$ cat src/rtl/ray_wall_attenuation_sum_top_macros.svh
// Assertion macros for the ray wall attenuation block.
// Used by ray_wall_attenuation_sum_top; needs nothing else.
`ifndef RAY_WALL_ATTENUATION_SUM_TOP_MACROS_SVH
`define RAY_WALL_ATTENUATION_SUM_TOP_MACROS_SVH

// same-cycle implication
`define RWAS_ASSERT(lbl, clk_i, rstn_i, ante, cons, msg) \
	lbl: assert property (@(posedge clk_i) disable iff (!rstn_i) (ante) |-> (cons)) \
		else $error(msg);

// next-cycle implication
`define RWAS_ASSERT_NEXT(lbl, clk_i, rstn_i, ante, cons, msg) \
	lbl: assert property (@(posedge clk_i) disable iff (!rstn_i) (ante) |=> (cons)) \
		else $error(msg);

`endif

$ cat src/rtl/rwas_pkg.sv
// Shared types and constants for the ray wall attenuation block.
// No dependencies.
`timescale 1ns / 1ps

package rwas_pkg;

	localparam int COORD_W       = 10;
	localparam int SLOT_W        = 4;
	localparam int MAT_W         = 3;
	localparam int LOSS_W        = 16;
	localparam int WHOLE_W       = 8;
	localparam int WALLS_W       = 5;
	localparam int CFG_IDX_W     = 3;
	localparam int CFG_DATA_W    = 16;
	localparam int DEF_MAX_WALLS = 16;

	localparam logic [COORD_W-1:0] RST_TX_X       = COORD_W'(750);
	localparam logic [COORD_W-1:0] RST_TX_Y       = COORD_W'(400);
	localparam logic [WALLS_W-1:0] RST_WALLS      = WALLS_W'(4);
	localparam logic [LOSS_W-1:0]  RST_LOSS_GLASS = LOSS_W'(538);
	localparam logic [LOSS_W-1:0]  RST_LOSS_IRR   = LOSS_W'(4390);
	localparam logic [LOSS_W-1:0]  RST_LOSS_CONC  = LOSS_W'(493);
	localparam logic [LOSS_W-1:0]  RST_LOSS_WOOD  = LOSS_W'(977);

	localparam logic OP_LOAD  = 1'b0;
	localparam logic OP_TRACE = 1'b1;

	localparam logic [MAT_W-1:0] MAT_GLASS    = 3'd1;
	localparam logic [MAT_W-1:0] MAT_IRR_GLAS = 3'd2;
	localparam logic [MAT_W-1:0] MAT_CONCRETE = 3'd3;
	localparam logic [MAT_W-1:0] MAT_WOOD     = 3'd4;

	typedef enum logic [CFG_IDX_W-1:0] {
		REG_TX_X       = 3'd0,
		REG_TX_Y       = 3'd1,
		REG_WALLS      = 3'd2,
		REG_LOSS_GLASS = 3'd3,
		REG_LOSS_IRR   = 3'd4,
		REG_LOSS_CONC  = 3'd5,
		REG_LOSS_WOOD  = 3'd6
	} rwas_reg_t;

	typedef enum logic [1:0] {
		ST_IDLE,
		ST_SCAN,
		ST_DRAIN
	} rwas_state_t;

	typedef struct packed {
		logic               op;
		logic [SLOT_W-1:0]  wall_slot;
		logic [COORD_W-1:0] corner_x;
		logic [COORD_W-1:0] corner_y;
		logic [COORD_W-1:0] extent_x;
		logic [COORD_W-1:0] extent_y;
		logic [MAT_W-1:0]   material;
		logic [COORD_W-1:0] start_x;
		logic [COORD_W-1:0] start_y;
	} rwas_in_t;

	typedef struct packed {
		logic [LOSS_W-1:0]  loss_total;
		logic [WHOLE_W-1:0] loss_whole;
		logic               saturated;
	} rwas_out_t;

	typedef struct packed {
		logic [COORD_W-1:0] left;
		logic [COORD_W-1:0] top;
		logic [COORD_W-1:0] length;
		logic [COORD_W-1:0] width;
		logic [MAT_W-1:0]   material;
	} rwas_wall_t;

endpackage

$ cat src/rtl/ray_wall_attenuation_sum_top.sv
// Ray wall attenuation: wall table memory plus Bresenham walk with box hit test.
// Depends on rwas_pkg and ray_wall_attenuation_sum_top_macros.svh.
//
//   port group   dir   handshake            contents
//   in_*         in    in_valid/in_ready    rwas_in_t: wall load or trace start
//   out_*        out   out_valid/out_ready  rwas_out_t: loss of one trace
//   cfg_*        in    cfg_wr_en only       register index and write data
//
// A load request writes one table slot, if the slot is below MAX_WALLS. A trace
// visits P = max(dx,dy)+1 pixels, testing each of the N walls in use at every
// pixel (one wall read per cycle), then drains the read pipeline.
// Reset sets config registers to their defaults and clears control; walls stay.
// A finished result waits in the output register; the next request is taken
// meanwhile, and a trace only stalls at its end if that register is still full.
`timescale 1ns / 1ps
`include "ray_wall_attenuation_sum_top_macros.svh"

module ray_wall_attenuation_sum_top #(
	parameter int MAX_WALLS = rwas_pkg::DEF_MAX_WALLS
) (
	input  logic                             clk,
	input  logic                             arst_n,
	input  logic                             in_valid,
	output logic                             in_ready,
	input  rwas_pkg::rwas_in_t               in_req,
	output logic                             out_valid,
	input  logic                             out_ready,
	output rwas_pkg::rwas_out_t              out_rsp,
	input  logic                             cfg_wr_en,
	input  logic [rwas_pkg::CFG_IDX_W-1:0]   cfg_index,
	input  logic [rwas_pkg::CFG_DATA_W-1:0]  cfg_data
);
	import rwas_pkg::*;

	localparam int ADDR_W = (MAX_WALLS > 1) ? $clog2(MAX_WALLS) : 1;
	localparam int ERR_W  = COORD_W + 3;

	// config registers
	logic [COORD_W-1:0] tx_x_q, tx_y_q;
	logic [WALLS_W-1:0] walls_q;
	logic [LOSS_W-1:0]  loss_glass_q, loss_irr_q, loss_conc_q, loss_wood_q;

	// control
	rwas_state_t state_q, state_d;
	logic        issue, load_out, accept, trace_acc;

	// walk state
	logic [COORD_W-1:0]      x_q, y_q, dx_q, dy_q;
	logic                    sx_q, sy_q;
	logic signed [ERR_W-1:0] err_q;
	logic [WALLS_W-1:0]      wall_cnt_q, walls_n;

	// memory and pipeline
	rwas_wall_t         wall_mem [MAX_WALLS];
	rwas_wall_t         rd_data_s1;
	logic               vld_s1;
	logic [COORD_W-1:0] px_s1, py_s1;
	logic               wr_en, rd_en;
	logic [ADDR_W-1:0]  wr_addr, rd_addr;

	// accumulation and output
	logic [LOSS_W-1:0] sum_q, sum_nx, mat_loss;
	logic [LOSS_W:0]   sum_add;
	logic [COORD_W:0]  right_b, bottom_b;
	logic              hit;
	logic              out_valid_q;
	rwas_out_t         out_q;

	// step logic
	logic                  last_wall, at_end, step_x, step_y;
	logic signed [ERR_W:0] e2, dx_e, dy_e, err_ext, err_sum;
	logic [COORD_W-1:0]    st_dx, st_dy;

	assign accept    = in_valid && in_ready;
	assign trace_acc = accept && (in_req.op == OP_TRACE);

	always_ff @(posedge clk or negedge arst_n) begin
		if (!arst_n) begin
			tx_x_q       <= RST_TX_X;
			tx_y_q       <= RST_TX_Y;
			walls_q      <= RST_WALLS;
			loss_glass_q <= RST_LOSS_GLASS;
			loss_irr_q   <= RST_LOSS_IRR;
			loss_conc_q  <= RST_LOSS_CONC;
			loss_wood_q  <= RST_LOSS_WOOD;
		end else if (cfg_wr_en) begin
			case (cfg_index)
				REG_TX_X:       tx_x_q       <= cfg_data[COORD_W-1:0];
				REG_TX_Y:       tx_y_q       <= cfg_data[COORD_W-1:0];
				REG_WALLS:      walls_q      <= cfg_data[WALLS_W-1:0];
				REG_LOSS_GLASS: loss_glass_q <= cfg_data[LOSS_W-1:0];
				REG_LOSS_IRR:   loss_irr_q   <= cfg_data[LOSS_W-1:0];
				REG_LOSS_CONC:  loss_conc_q  <= cfg_data[LOSS_W-1:0];
				REG_LOSS_WOOD:  loss_wood_q  <= cfg_data[LOSS_W-1:0];
				default: ;
			endcase
		end
	end

	// walls beyond the table depth are not tested
	assign walls_n = (32'(walls_q) > MAX_WALLS) ? WALLS_W'(MAX_WALLS) : walls_q;

	assign last_wall = (walls_n == '0) ||
		(({1'b0, wall_cnt_q} + 1'b1) == {1'b0, walls_n});
	assign at_end = (x_q == tx_x_q) && (y_q == tx_y_q);

	always_comb begin
		state_d  = state_q;
		in_ready = 1'b0;
		issue    = 1'b0;
		load_out = 1'b0;
		case (state_q)
			ST_IDLE: begin
				in_ready = 1'b1;
				if (in_valid && in_req.op == OP_TRACE)
					state_d = ST_SCAN;
			end
			ST_SCAN: begin
				issue = 1'b1;
				if (last_wall && at_end)
					state_d = ST_DRAIN;
			end
			ST_DRAIN: begin
				if (!vld_s1 && (!out_valid_q || out_ready)) begin
					load_out = 1'b1;
					state_d  = ST_IDLE;
				end
			end
			default: state_d = ST_IDLE;
		endcase
	end

	always_ff @(posedge clk or negedge arst_n) begin
		if (!arst_n)
			state_q <= ST_IDLE;
		else
			state_q <= state_d;
	end

	// Bresenham step
	assign e2      = {err_q, 1'b0};
	assign dx_e    = $signed({{(ERR_W+1-COORD_W){1'b0}}, dx_q});
	assign dy_e    = $signed({{(ERR_W+1-COORD_W){1'b0}}, dy_q});
	assign step_x  = e2 > -dy_e;
	assign step_y  = e2 < dx_e;
	assign err_ext = {err_q[ERR_W-1], err_q};
	assign err_sum = err_ext - (step_x ? dy_e : '0) + (step_y ? dx_e : '0);

	assign st_dx = (tx_x_q > in_req.start_x) ? (tx_x_q - in_req.start_x)
		: (in_req.start_x - tx_x_q);
	assign st_dy = (tx_y_q > in_req.start_y) ? (tx_y_q - in_req.start_y)
		: (in_req.start_y - tx_y_q);

	always_ff @(posedge clk or negedge arst_n) begin
		if (!arst_n) begin
			wall_cnt_q <= '0;
		end else if (trace_acc) begin
			wall_cnt_q <= '0;
		end else if (issue) begin
			wall_cnt_q <= last_wall ? '0 : wall_cnt_q + 1'b1;
		end
	end

	always_ff @(posedge clk) begin
		if (trace_acc) begin
			x_q   <= in_req.start_x;
			y_q   <= in_req.start_y;
			dx_q  <= st_dx;
			dy_q  <= st_dy;
			sx_q  <= in_req.start_x < tx_x_q;
			sy_q  <= in_req.start_y < tx_y_q;
			err_q <= $signed({{(ERR_W-COORD_W){1'b0}}, st_dx})
				- $signed({{(ERR_W-COORD_W){1'b0}}, st_dy});
		end else if (issue && last_wall) begin
			if (step_x)
				x_q <= sx_q ? x_q + COORD_W'(1) : x_q - COORD_W'(1);
			if (step_y)
				y_q <= sy_q ? y_q + COORD_W'(1) : y_q - COORD_W'(1);
			err_q <= err_sum[ERR_W-1:0];
		end
	end

	// wall table: one write port for loads, one read port for the scan
	assign wr_en   = accept && (in_req.op == OP_LOAD) && (32'(in_req.wall_slot) < MAX_WALLS);
	assign wr_addr = ADDR_W'(in_req.wall_slot);
	assign rd_en   = issue && (walls_n != '0);
	assign rd_addr = ADDR_W'(wall_cnt_q);

	always_ff @(posedge clk) begin
		if (wr_en)
			wall_mem[wr_addr] <= '{left: in_req.corner_x, top: in_req.corner_y,
				length: in_req.extent_x, width: in_req.extent_y,
				material: in_req.material};
		if (rd_en)
			rd_data_s1 <= wall_mem[rd_addr];
	end

	always_ff @(posedge clk or negedge arst_n) begin
		if (!arst_n)
			vld_s1 <= 1'b0;
		else
			vld_s1 <= rd_en;
	end

	always_ff @(posedge clk) begin
		if (rd_en) begin
			px_s1 <= x_q;
			py_s1 <= y_q;
		end
	end

	// hit test, one bit wider so the far bound never wraps
	assign right_b  = {1'b0, rd_data_s1.left} + {1'b0, rd_data_s1.length};
	assign bottom_b = {1'b0, rd_data_s1.top} + {1'b0, rd_data_s1.width};
	assign hit = (px_s1 >= rd_data_s1.left) && ({1'b0, px_s1} <= right_b)
		&& (py_s1 >= rd_data_s1.top) && ({1'b0, py_s1} <= bottom_b);

	always_comb begin
		case (rd_data_s1.material)
			MAT_GLASS:    mat_loss = loss_glass_q;
			MAT_IRR_GLAS: mat_loss = loss_irr_q;
			MAT_CONCRETE: mat_loss = loss_conc_q;
			MAT_WOOD:     mat_loss = loss_wood_q;
			default:      mat_loss = '0;
		endcase
	end

	assign sum_add = {1'b0, sum_q} + {1'b0, (hit ? mat_loss : LOSS_W'(0))};
	assign sum_nx  = sum_add[LOSS_W] ? '1 : sum_add[LOSS_W-1:0];

	always_ff @(posedge clk or negedge arst_n) begin
		if (!arst_n)
			sum_q <= '0;
		else if (trace_acc)
			sum_q <= '0;
		else if (vld_s1)
			sum_q <= sum_nx;
	end

	always_ff @(posedge clk or negedge arst_n) begin
		if (!arst_n) begin
			out_valid_q <= 1'b0;
		end else if (load_out) begin
			out_valid_q <= 1'b1;
		end else if (out_ready) begin
			out_valid_q <= 1'b0;
		end
	end

	always_ff @(posedge clk) begin
		if (load_out)
			out_q <= '{loss_total: sum_q, loss_whole: sum_q[LOSS_W-1 -: WHOLE_W],
				saturated: (sum_q == '1)};
	end

	assign out_valid = out_valid_q;
	assign out_rsp   = out_q;

	`RWAS_ASSERT(a_idle_drained, clk, arst_n, state_q == ST_IDLE, !vld_s1 && wall_cnt_q == '0, "idle with a wall read in flight")
	`RWAS_ASSERT(a_read_in_range, clk, arst_n, rd_en, wall_cnt_q < walls_n, "wall read beyond walls in use")
	`RWAS_ASSERT_NEXT(a_sum_monotone, clk, arst_n, vld_s1, sum_q >= $past(sum_q), "loss sum decreased during a trace")

endmodule
$ cat config.mk
export PLATFORM = sky130hd
export DESIGN_NAME = ray_wall_attenuation_sum_top
export DESIGN_NICKNAME = d
export VERILOG_FILES = /design/src/rtl/rwas_pkg.sv /design/src/rtl/ray_wall_attenuation_sum_top.sv
export VERILOG_INCLUDE_DIRS = /design/src /design/src/rtl
export SDC_FILE = /design/constraint.sdc
export NUM_CORES = 1
export LEC_CHECK = 0
export BUFFER_PORTS_ARGS = -buffer_cell sky130_fd_sc_hd__buf_4
export CAP_MARGIN = 20
export CORE_MARGIN = 2
export CORE_UTILIZATION = 40
export CTS_BUF_LIST = sky130_fd_sc_hd__clkbuf_4 sky130_fd_sc_hd__clkbuf_8 sky130_fd_sc_hd__clkbuf_16
export DETAILED_ROUTE_END_ITERATION = 16
export GPL_ROUTABILITY_DRIVEN = 0
export PLACE_DENSITY_LB_ADDON = 0.25
export SLEW_MARGIN = 20
export SYNTH_ARGS = -nofsm -noshare
export SYNTH_HDL_FRONTEND = slang
export SYNTH_SLANG_ARGS = --single-unit
$ cat constraint.sdc
create_clock -name clk -period 7.65 [get_ports clk]
set_input_delay 0.3825 -clock clk [delete_from_list [all_inputs] [get_ports clk]]
set_output_delay 0.3825 -clock clk [all_outputs]
set_load 0.01 [all_outputs]
Yosys cells after proc, flatten, opt, wreduce, memory -nomap -nowiden
Memory sizes are Yosys's and may differ from the RTL's. A register that Yosys moved wholly into a read port is not among the register bits.
Index checks and enable logic that the tools add are counted.
{"block": "classes", "n_mul": 0, "n_shift": 0, "n_eq_ne": 19, "div_mod_pow": 0, "order_cmp": 11, "n_addsub": 17, "n_reduce_logical": 36, "bitwise": 1, "n_mux": 35}
{"operator": "10-bit two-way mux", "count": 12}
{"operator": "16-bit two-way mux", "count": 4}
{"operator": "16-bit one-hot mux with 4 select lines", "count": 1}
{"operator": "10-bit subtractor", "count": 4}
{"operator": "13-bit two-way mux", "count": 2}
{"operator": "10-bit by 10-bit adder with 11-bit output", "count": 2}
{"operator": "10-bit by 11-bit <= comparator with 1-bit output", "count": 2}
{"operator": "10-bit by 1-bit adder with 10-bit output, second input constant", "count": 2}
{"operator": "10-bit == test", "count": 2}
{"operator": "10-bit >= comparator", "count": 2}
{"operator": "10-bit greater-than comparator", "count": 2}
{"operator": "10-bit less-than comparator", "count": 2}
{"operator": "5-bit two-way mux", "count": 4}
{"operator": "10-bit by 1-bit subtractor with 10-bit output, second input constant", "count": 2}
{"operator": "2-bit AND reduction", "count": 9}
{"operator": "16-bit by 16-bit adder with 17-bit output", "count": 1}
{"operator": "16-bit == test, second input constant", "count": 1}
{"operator": "14-bit greater-than comparator", "count": 1}
{"operator": "14-bit by 11-bit less-than comparator with 1-bit output", "count": 1}
{"operator": "10-bit negation with 14-bit output", "count": 1}
{"operator": "13-bit by 10-bit adder with 13-bit output", "count": 1}
{"operator": "13-bit by 11-bit subtractor with 13-bit output", "count": 1}
{"operator": "3-bit by 2-bit == test with 1-bit output, second input constant", "count": 4}
{"operator": "3-bit == test, second input constant", "count": 4}
{"operator": "22 further kinds", "count": 52}
{"block": "word_totals", "rom_bits": 0, "ram_bits": 688, "n_memories": 1, "latchBits": 0, "ff_bits": 214, "elab_cells": 144}
{"name": "wall_mem", "words": 16, "word_bits": 43, "read_ports": 1, "rd_ports_with_merged_regs": 1, "wr": 1, "line": "ray_wall_attenuation_sum_top.sv:54", "text": "rwas_wall_t wall_mem [MAX_WALLS];"}

Depth between registers and ports, before layout
{"block": "logic_depth", "word_depth": 10, "mapped_depth": 27, "mapped_depth_nobuf": 26}

Worst setup path before layout
OpenSTA, ideal clock, no wires.
{"block": "synth_timing", "path_type": "flip-flop to flip-flop", "startpoint": "reg, netlist name rd_data_s1[4]", "endpoint": "reg sum_q[0]", "required_time_ps": 7527, "setup_time_ps": 123, "period_less_slack_ps": 5441, "path_stages_with_launch": 26, "setup_slack_ps": 2209, "t_arrival_ps": 5318, "path_buffers": 1, "cell_sequence": "edfxtp_1 > ha_1 > a21o_1 > a21oi_1 > o21ai_0 > a21oi_1 > o21ai_0 > a21o_1 > a21oi_1 > xor2_1 > ha_1 > nand3_1 > o21bai_1 > a211oi_1 > a32o_1 > clkbuf_1 > nor4_1 > ha_1 > a21o_1 > a2111oi_0 > o21ai_1 > a31o_2 > a21oi_2 > o21bai_1 > a221o_1 > o221a_2"}
{"block": "synth_via", "elab_chain_cells": 8}
{"item": "10-bit by 10-bit adder with 11-bit output", "line": "ray_wall_attenuation_sum_top.sv:214", "text": "assign bottom_b = {1'b0, rd_data_s1.top} + {1'b0, rd_data_s1.width};"}
{"item": "10-bit by 11-bit <= comparator with 1-bit output", "line": "ray_wall_attenuation_sum_top.sv:216", "text": "&& (py_s1 >= rd_data_s1.top) && ({1'b0, py_s1} <= bottom_b);"}
{"item": "1-bit logical AND", "line": "ray_wall_attenuation_sum_top.sv:216"}
{"item": "16-bit two-way mux", "line": "ray_wall_attenuation_sum_top.sv:228", "text": "assign sum_add = {1'b0, sum_q} + {1'b0, (hit ? mat_loss : LOSS_W'(0))};"}
{"item": "16-bit by 16-bit adder with 17-bit output", "line": "ray_wall_attenuation_sum_top.sv:228"}
{"item": "16-bit two-way mux", "line": "ray_wall_attenuation_sum_top.sv:229", "text": "assign sum_nx = sum_add[LOSS_W] ? '1 : sum_add[LOSS_W-1:0];"}
{"item": "16-bit two-way mux", "line": "ray_wall_attenuation_sum_top.sv:236", "text": "else if (vld_s1)"}
{"item": "16-bit two-way mux", "line": "ray_wall_attenuation_sum_top.sv:234", "text": "else if (trace_acc)"}
{"item": "end signal: assignment", "line": "ray_wall_attenuation_sum_top.sv:237", "text": "sum_q <= sum_nx;"}
{"item": "end: declaration", "line": "ray_wall_attenuation_sum_top.sv:62", "text": "logic [LOSS_W-1:0] sum_q, sum_nx, mat_loss;"}
No other way between the ends. The select of a mux whose other input is x is not followed.
A chain may end at the register's enable or synchronous reset.

Final worst setup path
{"block": "layout_timing", "startpoint": "reg, netlist name rd_data_s1[14]", "endpoint": "reg sum_q[2]"}
{"block": "layout_via", "elab_chain_cells": 10}
{"item": "10-bit by 10-bit adder with 11-bit output", "line": "ray_wall_attenuation_sum_top.sv:213", "text": "assign right_b = {1'b0, rd_data_s1.left} + {1'b0, rd_data_s1.length};"}
{"item": "10-bit by 11-bit <= comparator with 1-bit output", "line": "ray_wall_attenuation_sum_top.sv:215", "text": "assign hit = (px_s1 >= rd_data_s1.left) && ({1'b0, px_s1} <= right_b)"}
{"item": "1-bit logical AND", "line": "ray_wall_attenuation_sum_top.sv:215"}
{"item": "1-bit logical AND (2 in series)", "line": "ray_wall_attenuation_sum_top.sv:216"}
{"item": "16-bit two-way mux", "line": "ray_wall_attenuation_sum_top.sv:228"}
{"item": "16-bit by 16-bit adder with 17-bit output", "line": "ray_wall_attenuation_sum_top.sv:228"}
{"item": "16-bit two-way mux", "line": "ray_wall_attenuation_sum_top.sv:229"}
{"item": "16-bit two-way mux", "line": "ray_wall_attenuation_sum_top.sv:236"}
{"item": "16-bit two-way mux", "line": "ray_wall_attenuation_sum_top.sv:234"}
No other way between the ends. The select of a mux whose other input is x is not followed.

==> flow_metrics.tcl <==
set metrics [dict create \
    outcome "finished clean" \
    pwr-share-seq_pct 37.2 \
    boundaryPins 119 \
    post_cts_resized 0 \
    setup_viol 0 \
    firstDrtPassIters 5 \
    grt_pass1_wl_um 153300 \
    grt_max_degree 103 \
    clkSinkCount 937 \
    path_common_cell "a21oi_1" \
    cts_tree "built" \
    fillers 8992 \
    leakage_nw 17.26 \
    cp-startpoint "rd_data_s1[14]$_DFFE_PP_" \
    r2r-end "sum_q[2]$_DFFE_PN0P_" \
    worst-setup-path-type "reg2reg" \
    synth_cell_type_count 74 \
    ctsLongestPathBuffers 3 \
    cellPowerDensity_nw_per_um2 367.1 \
    cp-end-kind "flop" \
    crit_path_max_incr_delay_ns 0.77 \
    clock_tree.root_cell "clkbuf_16" \
    r2r_slack_ns 1.09 \
    reg2reg_from "rd_data_s1[14]$_DFFE_PP_" \
    fin_util_pct 46.25 \
    ant_nets 0 \
    internal-power_w 0.01187 \
    viasPerCell 5.489 \
    clock-skew-final_ns 0.05909 \
    overflow 0 \
    start_kind "flop" \
    cp-endpoint "sum_q[2]$_DFFE_PN0P_" \
    cp.required_ns 8.16 \
    clk_pin_slew_ns 0.06 \
    cp_slowest_cell "a221oi_2" \
    syn_area_per_cell_um2 16.73 \
    regArea_um2 27620 \
    initial_core_util_pct 40.23 \
    num_vias 23090 \
    dieWidth_um 329.1 \
    synth_top_family_by_area "multiplexers" \
    die_h_um 329.1 \
    yosys.area_share.simple_pct 3.956 \
    hpwl_um 60850 \
    antenna_found_initial 7 \
    worst-path-stages 25 \
    max_freq_ghz 0.1524 \
    final_nets 3028 \
    synth_edf_count 823 \
    p_clk_share_pct 25.7 \
    cts_buffers 96 \
    clk_latency_ns 0.68 \
    post_cts_buffers 0 \
    reg2regPathDepth 25 \
    synth-compound-area-share_pct 5.589 \
    yosys.area_share.adder_pct 6.243 \
    synthArstFlopShare_pct 12.17 \
    syn_inst 2528 \
    hold_violations 0 \
    synthXorXnorAreaFrac_pct 2.382 \
    min_period_ns 6.562 \
    rsz0062_at_grt "no" \
    switching_share_pct 33.51 \
    ys_seq_area_share_pct 65.28 \
    ys_warn_count 0 \
    slew-limit-headroom_pct 31.68 \
    syn-num-nets 2819 \
    io_buffers 118 \
    synth_ff_type "edfxtp_1" \
    p_comb_share_pct 37.1 \
    grt_usage_pct 18.99 \
    cp.arrival_ns 7.07 \
    drive_gt1_share_pct 24.11 \
    die_area_um2 108300 \
    drt_iter0_drc 1899 \
    grt_pass1_vias 24010 \
    ir_drop_mv 0.3079 \
    wire_per_inst_um 24.46 \
    routed_wl_um 102900 \
    hold_path_class "in2reg" \
    std_cell_rows 119 \
    period_share_pct 85.78 \
    worstMarginPinSlew_ns 1.022 \
    ys_ff_latch 937 \
    worst-path-buf-inv 0 \
    core_region_area_um2 105100 \
    synth_mux_area_share_pct 14.22 \
    syn_to_final_growth_pct 14.98 \
    drc 0 \
    maxSlewViolCount 0 \
    crit_family "compound AO/OA/AOI/OAI gates" \
    crit_fanout 16 \
    multi_input_area_um2 13850 \
    cts-htree-levels 3 \
    cap_violations 0 \
    netlist_area_um2 42290 \
    p_switching_w 0.005982 \
    timing.setup.tns_ns 0 \
]
[metal layers]
layer | vias to the layer above | global-route usage, % | share of wire [%]
met5 | - | 0 | 0.024
met4 | 4 | 5.049 | 2.3
met3 | 146 | 2.487 | 4.7
met2 | 588 | 32.11 | 50
met1 | 12040 | 25.96 | 43
li1 | 10310 | - | -
[worst min-delay path by stage]
stage / from / end / slack, ns / cells past startpoint
4_1_cts: cfg_data[0] / tx_x_q[0]$_DFFE_PN0P_ / 0.0006 / 3
2_1_floorplan: arst_n / loss_conc_q[10]$_DFFE_PN0P_ / 0.09 / 0
5_1_grt: cfg_data[7] / loss_irr_q[7]$_DFFE_PN0P_ / 0.03 / 2
6_report: cfg_data[8] / tx_x_q[8]$_DFFE_PN0P_ / 0.04 / 3
3_3_place_gp: loss_conc_q[15]$_DFFE_PN0P_ / loss_conc_q[15]$_DFFE_PN0P_ / 0.48 / 1
3_5_place_dp: loss_conc_q[15]$_DFFE_PN0P_ / loss_conc_q[15]$_DFFE_PN0P_ / 0.49 / 1
[sequential cells by signal, indices dropped and copies added, names as in the netlist, 10 cells and up]
register and count:
dx_q 10, dy_q 10, err_q 13, loss_conc_q 16
loss_glass_q 16, loss_irr_q 16, loss_wood_q 16, out_rsp 17
px_s1 10, py_s1 10, rd_data_s1 43, sum_q 16
tx_x_q 10, tx_y_q 10, wall_mem 688, x_q 10
y_q 10
[power groups by stage]
stage          sequential [W]  clock (W)  combinational, W
2_1_floorplan         0.00644          0           0.00502
3_3_place_gp          0.00673          0           0.00645
3_5_place_dp          0.00675          0           0.00661
4_1_cts               0.00665    0.00468           0.00668
5_1_grt               0.00670    0.00487           0.00731
6_report              0.00665    0.00458           0.00662
[synthesized netlist by cell type, types with 25 or more instances]
| cell type | number | area [µm²] |
|---|---|---|
| dfstp_2 | 33 | 867.1 |
| a21o_1 | 40 | 300.3 |
| o21ai_0 | 95 | 475.5 |
| xor2_1 | 52 | 455.4 |
| mux4_2 | 215 | 4842 |
| nor2_1 | 88 | 330.3 |
| a21oi_1 | 106 | 530.5 |
| inv_1 | 146 | 548.0 |
| edfxtp_1 | 823 | 24710 |
| nand2b_1 | 25 | 156.4 |
| mux2_2 | 84 | 945.9 |
| nor2b_1 | 30 | 187.7 |
| ha_1 | 179 | 2240 |
| nand2_1 | 84 | 315.3 |
| dfrtp_1 | 81 | 2027 |
| clkbuf_1 | 62 | 232.7 |
| xnor2_1 | 63 | 551.8 |
[cell usage in the layout (no fill, tap or decap), types with 77 or more instances in the layout]
master	netlist	routed
nand2_1	84	84
inv_1	146	146
edfxtp_1	823	823
a21oi_1	106	106
clkbuf_16	0	97
ha_1	179	179
mux4_2	215	215
dfrtp_1	81	77
mux2_2	84	84
buf_4	8	151
o21ai_0	95	95
[metrics by stage]
step | cell area, µm² | setup slack [ns] | power (W) | instances | hold slack (ns)
2_1_floorplan | 42290 | 2.209 | 0.01146 | 2528 | 0.08691
3_3_place_gp | 44900 | 1.368 | 0.01318 | 3971 | 0.4819
3_5_place_dp | 44930 | 1.175 | 0.01335 | 3973 | 0.4873
4_1_cts | 48600 | 1.163 | 0.01800 | 4202 | 0.0005719
5_1_grt | 48620 | 0.6016 | 0.01888 | 4205 | 0.03028
6_report | 48620 | 1.088 | 0.01785 | 4206 | 0.04392
[repair_timing]
item,in CTS,in global routing
hold buffers,56,0
setup endpoints to repair,0,0
endpoints found under the hold margin,727,0
[tightest hold or removal path, delay by kind of cell]
| family | cells | cell delay [ns] |
|---|---|---|
| AO/OA/AOI/OAI | 1 | 0.07 |
| buffers and inverters | 1 | 0.16 |
| AND/OR/NAND/NOR | 1 | 0.07 |
[cell families (layout without fill, tap and decap cells)]
group,Yosys count,count (layout)
flip-flops,937,937
AO/OA/AOI/OAI,370,370
AND/OR/NAND/NOR,340,340
multiplexers,321,321
buffers and inverters,246,530
adder cells (fa/ha/maj),199,199
XOR/XNOR,115,115
other,0,3
[area by class of cell]
cell class	count	area share, %
Inverter	146	1.127
Clock buffer	121	5.401
Timing Repair Buffer	211	3.595
Antenna cell	3	0.01544
Multi-Input combinational cell	1345	28.48
Clock inverter	52	0.9933
Tap cell	1391	3.580
Sequential cell	937	56.81
No activity file was read; power rests on OpenSTA's default activity.
